==> config.mk <==
export PLATFORM = sky130hd
export DESIGN_NAME = nads_scan
export DESIGN_NICKNAME = d
export VERILOG_FILES = /design/src/hdl/nads_pkg.sv /design/src/hdl/nads_scan.sv
export SDC_FILE = /design/constraint.sdc
export NUM_CORES = 1
export LEC_CHECK = 0
export BUFFER_PORTS_ARGS = -buffer_cell sky130_fd_sc_hd__clkbuf_2
export CAP_MARGIN = 25
export CORE_UTILIZATION = 54
export CTS_CLUSTER_DIAMETER = 50
export DETAILED_ROUTE_END_ITERATION = 10
export PLACE_DENSITY = 0.82
export SLEW_MARGIN = 15
export SYNTH_ARGS = -nofsm -noshare
export SYNTH_HDL_FRONTEND = slang
export SYNTH_SLANG_ARGS = --single-unit
==> constraint.sdc <==
create_clock -name clk -period 8.3 [get_ports clk]
set_input_delay 0.83 -clock clk [delete_from_list [all_inputs] [get_ports clk]]
set_output_delay 0.83 -clock clk [all_outputs]
set_load 0.01 [all_outputs]
==> src/hdl/nads_pkg.sv <==
// Shared constants, types and the confidence table of the anchor disk splatter.
package nads_pkg;

    localparam int POS_W     = 8;
    localparam int SAMPLE_W  = 16;
    localparam int SIZE_W    = 9;
    localparam int ZOOM_W    = 13;
    localparam int RADCFG_W  = 4;
    localparam int CONF_W    = 16;
    localparam int CFG_IDX_W = 2;
    localparam int CFG_DATA_W = 13;

    // Anchor coordinate: floor(pos * zoom_q8 / 256) fits in 13 bits.
    localparam int ANCHOR_W = POS_W + ZOOM_W - 8;
    // Signed pixel coordinate around an anchor, with room for the radius.
    localparam int COORD_W  = ANCHOR_W + 2;

    localparam int CONF_ENTRIES = 33;
    localparam int CONF_IDX_W   = 6;

    localparam logic [1:0] ACT_SPLAT = 2'd0;
    localparam logic [1:0] ACT_READ  = 2'd1;
    localparam logic [1:0] ACT_CLEAR = 2'd2;

    localparam logic [CFG_IDX_W-1:0] CFG_MAP_WIDTH  = 2'd0;
    localparam logic [CFG_IDX_W-1:0] CFG_MAP_HEIGHT = 2'd1;
    localparam logic [CFG_IDX_W-1:0] CFG_ZOOM       = 2'd2;
    localparam logic [CFG_IDX_W-1:0] CFG_RADIUS     = 2'd3;

    typedef struct packed {
        logic hit;
        logic last;
    } probe_t;

    // Round(32768 * 2^(-d/2)) with ties rounded up.
    function automatic logic [CONF_W-1:0] conf_q15(input logic [CONF_IDX_W-1:0] d);
        logic [CONF_W-1:0] c;
        case (d)
            6'd0:  c = 16'd32768;
            6'd1:  c = 16'd23170;
            6'd2:  c = 16'd16384;
            6'd3:  c = 16'd11585;
            6'd4:  c = 16'd8192;
            6'd5:  c = 16'd5793;
            6'd6:  c = 16'd4096;
            6'd7:  c = 16'd2896;
            6'd8:  c = 16'd2048;
            6'd9:  c = 16'd1448;
            6'd10: c = 16'd1024;
            6'd11: c = 16'd724;
            6'd12: c = 16'd512;
            6'd13: c = 16'd362;
            6'd14: c = 16'd256;
            6'd15: c = 16'd181;
            6'd16: c = 16'd128;
            6'd17: c = 16'd91;
            6'd18: c = 16'd64;
            6'd19: c = 16'd45;
            6'd20: c = 16'd32;
            6'd21: c = 16'd23;
            6'd22: c = 16'd16;
            6'd23: c = 16'd11;
            6'd24: c = 16'd8;
            6'd25: c = 16'd6;
            6'd26: c = 16'd4;
            6'd27: c = 16'd3;
            6'd28: c = 16'd2;
            6'd29: c = 16'd1;
            6'd30: c = 16'd1;
            6'd31: c = 16'd1;
            6'd32: c = 16'd1;
            default: c = 16'd0;
        endcase
        return c;
    endfunction

endpackage

==> src/hdl/nads_scan.sv <==
// Walks the square around one anchor and emits one pixel probe per cycle.
module nads_scan #(
    parameter int MAX_MAP_WIDTH  = 256,
    parameter int MAX_MAP_HEIGHT = 256,
    parameter int MAX_RADIUS     = 15
) (
    input  logic                                          clk,
    input  logic                                          rst_n,
    input  logic                                          go,
    input  logic [nads_pkg::ANCHOR_W-1:0]                 anchor_x,
    input  logic [nads_pkg::ANCHOR_W-1:0]                 anchor_y,
    input  logic [$clog2(MAX_RADIUS+1)-1:0]               rad,
    input  logic [$clog2(MAX_RADIUS*MAX_RADIUS+1)-1:0]    rad_sq,
    input  logic [nads_pkg::SIZE_W-1:0]                   map_width,
    input  logic [nads_pkg::SIZE_W-1:0]                   map_height,
    output nads_pkg::probe_t                              probe,
    output logic [$clog2(MAX_MAP_WIDTH*MAX_MAP_HEIGHT)-1:0] probe_addr,
    output logic [$clog2(MAX_RADIUS*MAX_RADIUS+1)-1:0]    probe_dist
);
    import nads_pkg::*;

    localparam int RW     = $clog2(MAX_RADIUS + 1);
    localparam int DW     = $clog2(MAX_RADIUS * MAX_RADIUS + 1);
    localparam int OW     = RW + 1;
    localparam int DXW    = RW + 2;
    localparam int SW     = 2 * DXW;
    localparam int XW     = $clog2(MAX_MAP_WIDTH);
    localparam int YW     = $clog2(MAX_MAP_HEIGHT);
    localparam int ADDR_W = $clog2(MAX_MAP_WIDTH * MAX_MAP_HEIGHT);

    logic                  active_reg;
    logic [ANCHOR_W-1:0]   ax_reg, ay_reg;
    logic [RW-1:0]         r_reg;
    logic [DW-1:0]         rr_reg;
    logic [OW-1:0]         ox_reg, oy_reg;

    logic [OW-1:0]         span_m1;
    logic signed [COORD_W-1:0] x_c, y_c;
    logic signed [DXW-1:0] dx, dy;
    logic signed [SW-1:0]  dx_e, dy_e;
    logic [SW-1:0]         d_sum;
    logic                  in_map;
    logic                  at_end;
    logic [XW-1:0]         xi;
    logic [YW-1:0]         yi;
    probe_t                probe_next;

    always_comb
    begin
        span_m1 = (OW'(r_reg) << 1) - OW'(1);
        x_c = $signed(COORD_W'(ax_reg)) - $signed(COORD_W'(r_reg)) + $signed(COORD_W'(ox_reg));
        y_c = $signed(COORD_W'(ay_reg)) - $signed(COORD_W'(r_reg)) + $signed(COORD_W'(oy_reg));
        dx = $signed(DXW'(ox_reg)) - $signed(DXW'(r_reg));
        dy = $signed(DXW'(oy_reg)) - $signed(DXW'(r_reg));
        dx_e = SW'(dx);
        dy_e = SW'(dy);
        d_sum = $unsigned(SW'(dx_e * dx_e)) + $unsigned(SW'(dy_e * dy_e));
        in_map = (x_c >= 0) && (y_c >= 0)
              && (x_c < $signed(COORD_W'(map_width)))
              && (y_c < $signed(COORD_W'(map_height)))
              && (x_c < $signed(COORD_W'(MAX_MAP_WIDTH)))
              && (y_c < $signed(COORD_W'(MAX_MAP_HEIGHT)));
        at_end = (ox_reg == span_m1) && (oy_reg == span_m1);
        xi = x_c[XW-1:0];
        yi = y_c[YW-1:0];
        probe_next.hit  = active_reg && in_map && (d_sum < SW'(rr_reg));
        // A zero radius has no pixels; the walk ends as soon as it starts.
        probe_next.last = (go && (rad == '0)) || (active_reg && at_end);
    end

    always_ff @(posedge clk or negedge rst_n)
    begin
        if (!rst_n)
        begin
            active_reg <= 1'b0;
            probe      <= '0;
            ox_reg     <= '0;
            oy_reg     <= '0;
        end
        else
        begin
            probe <= probe_next;
            if (go)
            begin
                active_reg <= (rad != '0);
                ox_reg     <= '0;
                oy_reg     <= '0;
            end
            else if (active_reg)
            begin
                if (at_end)
                begin
                    active_reg <= 1'b0;
                end
                else if (ox_reg == span_m1)
                begin
                    ox_reg <= '0;
                    oy_reg <= oy_reg + OW'(1);
                end
                else
                begin
                    ox_reg <= ox_reg + OW'(1);
                end
            end
        end
    end

    always_ff @(posedge clk)
    begin
        if (go)
        begin
            ax_reg <= anchor_x;
            ay_reg <= anchor_y;
            r_reg  <= rad;
            rr_reg <= rad_sq;
        end
        probe_addr <= ADDR_W'(yi) * ADDR_W'(MAX_MAP_WIDTH) + ADDR_W'(xi);
        probe_dist <= DW'(d_sum);
    end

endmodule

* Yosys cells after proc, flatten, opt, wreduce, memory -nomap -nowiden
Cells that the tools add are included.
** Storage, ports and cells
- Register bits :: 75
- Input port bits :: 59
- Output and inout bits :: 26
** Operators by class
- Add/sub/neg operators :: 11
- $mul :: 2
- $lt $le $gt $ge :: 7
- Equal/unequal tests :: 3
- Muxes and demuxes :: 11
- Reductions and logical operators :: 17
** Operators with widths (count)
- 2-to-1 mux 5 bit :: 8
- adder 14 x 6 -> 15 bit :: 2
- >= comparator 15 x 1 -> 1 bit (second input constant) :: 2
- less-than comparator 15 x 10 -> 1 bit :: 2
- less-than comparator 15 x 10 -> 1 bit (second input constant) :: 2
- subtractor 13 x 4 -> 14 bit :: 2
- multiplier 6 x 6 -> 12 bit :: 2
- adder 16 x 8 -> 16 bit :: 1
- adder 12 bit :: 1
- less-than comparator 12 x 8 -> 1 bit :: 1
- subtractor 5 x 4 -> 6 bit :: 2
- adder 5 x 1 -> 5 bit (second input constant) :: 2
- == test 5 bit :: 2
- logical AND 1 bit :: 10
- subtractor 5 x 1 -> 5 bit (second input constant) :: 1
- logical NOT 4 bit :: 1
- nonzero test 2 bit :: 2
- nonzero test 4 bit :: 1
- 2-to-1 mux 1 bit :: 3
- AND reduction 3 bit :: 1
- inequality test 2 bit (second input constant) :: 1
- AND reduction 2 bit :: 1
- logical OR 1 bit :: 1

* Longest topological paths before layout
- Word-level depth :: 10
- Mapped depth :: 32

* Least setup slack after synthesis
OpenSTA, ideal clock, no wires.
- Path kind :: register to register
- Start :: register r_reg[1]
- End :: register probe[1] (netlist name)
- Setup time :: 0.095 ns
- Arrival time :: 7.613 ns
- Path slack :: 0.592 ns
- Cell stages (with the launch flop) :: 29
- Path buffers :: 0
- Cell sequence :: edfxtp_1 > inv_1 > ha_1 > a21o_1 > a21o_1 > a211oi_1 > inv_1 > nor2_1 > fa_1 > inv_1 > fa_1 > fa_1 > fa_1 > inv_1 > fa_1 > inv_1 > fa_1 > inv_1 > ha_1 > inv_1 > fa_1 > xnor2_1 > ha_1 > a222oi_1 > nand4_1 > a311oi_1 > nand4b_1 > nand4bb_1 > nor4b_2
** RTL lines
- start, declared :: RTL line nads_scan.sv:33 : logic [RW-1:0] r_reg;
- start signal, assigned :: RTL line nads_scan.sv:114 : r_reg <= rad;
- end signal, assigned :: RTL line nads_scan.sv:82 : probe <= probe_next;
- end, declared :: RTL line nads_scan.sv:16 : output nads_pkg::probe_t probe,

==> reports/metrics.yaml <==
die-width_microns: 116.2
cp_common_cell: "inv_1"
setup_viol: 0
cts.clk_slew.worst_paths_ns: 0.06
finalHoldViolations: 0
antenna_found_initial: 0
highest_layer: "met4"
ys_seq_area_share_pct: 27.65
clock_path_buffers: 2
cp-end-kind: "register"
cts.sinks: 75
crit_fanout: 7
ys_ff_latch: 75
maxSlewHeadroom_pct: 54.29
io_buffers: 84
dr.pass1.iters: 4
rows: 41
async_flop_share_pct: 17.33
maxCapViolCount: 0
met2_length_microns: 7150
grt_use_total_pct: 24.01
ys_warn_count: 0
grt_overflow_total: 0
final_antenna_net_count: 0
synthesis.area_sq_um: 7041
final_common_cell: "inv_1"
fmax_mhz: 127.9
dieArea_sq_um: 13500
synth_xor_area_share_pct: 7.588
htree_levels: 3
met3_length_microns: 874
cts_tree: "done"
avgSynthCellArea_sq_um: 9.819
worst_setup_path_start_kind: "register"
muxShareOfSynthArea_pct: 0.4443
io_pins: 85
cpPeakStageDelay_ns: 0.54
wire_per_inst_microns: 14.93
root_buffer: "clkbuf_16"
viasPerCell: 5.305
layout_common_cells: "inv_1 (138), ha_1 (88), clkbuf_2 (84)"
gp_congestion: 0.8980
die_h_microns: 116.2
vias: 5241
drt_iter0_markers: 279
synth-simple-area-share_pct: 12.28
synthAdderAreaFrac_pct: 32.98
synth-compound-area-share_pct: 11.00
postPlaceCellArea_sq_um: 7672
met1_length_microns: 6472
synth-edff-count: 38
drc: 0
wirelength_microns: 14750
synth_top_family_by_area: "adder cells"
arrival_ns: 8.08
min_period_ns: 7.819
design_area_sq_um: 8039
synth_cell_types: 64
post-place-ws_ns: 0.4190
synth_cells: 717
post-dp-hpwl_microns: 11910
slew_viol_final: 0
worst_slew_pin_slew_ns: 0.6804
nets: 1019
post-route-period-util_pct: 94.21
largest_reg_flops: 16
finish.utilization_pct: 63.44
grt_pass1_wl_microns: 24670
insertion_delay_ns: 0.35
drive_gt1_share_pct: 15.93
initial_utilization_pct: 55.56
diodes: 0
worstPathRequired_ns: 8.56
syn2layout_area_growth_pct: 14.18
skew_ns: 0.006668
core_region_area_sq_um: 12670
ys.flop_type: "edfxtp_1"
outcome: "finished clean"
hold_class: "input port to async pin"
synth.net_count: 925
cts_hold_buf: 0
grt_pass1_vias: 5380
cts_buffers: 9
crit_type: "register to register"
setup_ws_ns: 0.4805
cp_slowest_cell: "fa_1"
grt_max_degree: 52
-- layout make-up --
| class | instances | area (sq um) |
|---|---|---|
| Fill cell | 1002 | 4632 |
| Clock inverter | 7 | 98.84 |
| Multi-Input combinational cell | 495 | 4553 |
| Sequential cell | 75 | 1948 |
| Inverter | 138 | 518.0 |
| Tap cell | 172 | 215.2 |
| Timing Repair Buffer | 92 | 480.5 |
| Clock buffer | 9 | 225.2 |
-- stage by stage --
stage,hold WS [ns],TNS [ns],instances
2_1_floorplan,0.5194,0,717
3_3_place_gp,0.6277,0,970
3_5_place_dp,0.6235,0,970
4_1_cts,0.3966,0,986
5_1_grt,0.4123,-0.0005596,988
6_report,0.3959,0,988
-- cell families after synthesis --
group	Yosys count
buffers and inverters	147
adders and majority gates	149
xor gates and xnor gates	61
muxes	3
DFF	75
and+or+nand+nor	167
AOI/OAI and AO/OA	115
-- worst max-delay path: cells and delay by family (launching register included) --
kind	cells	cell delay [ns]
buffers and inverters	9	0.58
AND/OR/NAND/NOR	5	0.97
AO/OA/AOI/OAI	4	0.84
XOR/XNOR	2	0.39
flip-flops	1	0.47
adder cells (fa/ha/maj)	11	4.46
-- path summary, 6_finish.rpt --
path / from / to / slack [ns] / depth (start not counted)
hold / removal: rst_n / probe[0] / 0.40 / 1
min in group clk: ay_reg[7] / probe_addr[15] / 0.64 / 1
setup reg to reg: oy_reg[0] / probe[1] / 0.48 / 31
hold reg to reg: ay_reg[7] / probe_addr[15] / 0.64 / 1
max in group asynchronous: rst_n / oy_reg[0] / 7.59 / 1
setup / recovery: oy_reg[0] / probe[1] / 0.48 / 31
-- Yosys cell counts, types with 4 or more instances --
cell / count / area share, %
inv_1: 138 / 7.4
dfxtp_1: 24 / 6.8
dfrtp_1: 13 / 4.6
nand2_1: 25 / 1.3
nor2b_1: 10 / 0.89
and2_1: 6 / 0.53
clkbuf_1: 4 / 0.21
or3_1: 5 / 0.44
a211oi_1: 5 / 0.53
o21a_1: 6 / 0.64
xnor2_1: 41 / 5.1
ha_1: 88 / 16
a21boi_0: 4 / 0.43
fa_1: 61 / 17
o21ai_0: 19 / 1.4
a21o_1: 18 / 1.9
nor2_1: 52 / 2.8
o211ai_1: 5 / 0.53
xor2_1: 20 / 2.5
nand2b_1: 10 / 0.89
a21oi_1: 31 / 2.2
or2_2: 8 / 0.71
o2111ai_1: 4 / 0.50
nand3_1: 8 / 0.57
edfxtp_1: 38 / 16
nand4_1: 8 / 0.71
nor3_1: 17 / 1.2
-- timing repair --
action	in CTS	in global routing
gates resized for setup	0	6
endpoints found under the setup margin	0	1
buffers inserted	0	2
hold endpoints to repair	0	0
-- layer usage --
| metal | global-route usage [%] | vias up |
|---|---|---|
| met3 | 5.553 | 24 |
| met4 | 8.632 | 0 |
| met5 | 0 | - |
| met1 | 30.51 | 2490 |
| li1 | - | 2577 |
| met2 | 40.20 | 150 |
Power is left out: the tool's default activity adds up to more than one toggle a clock period on the data nets, which glitch-free logic cannot reach.
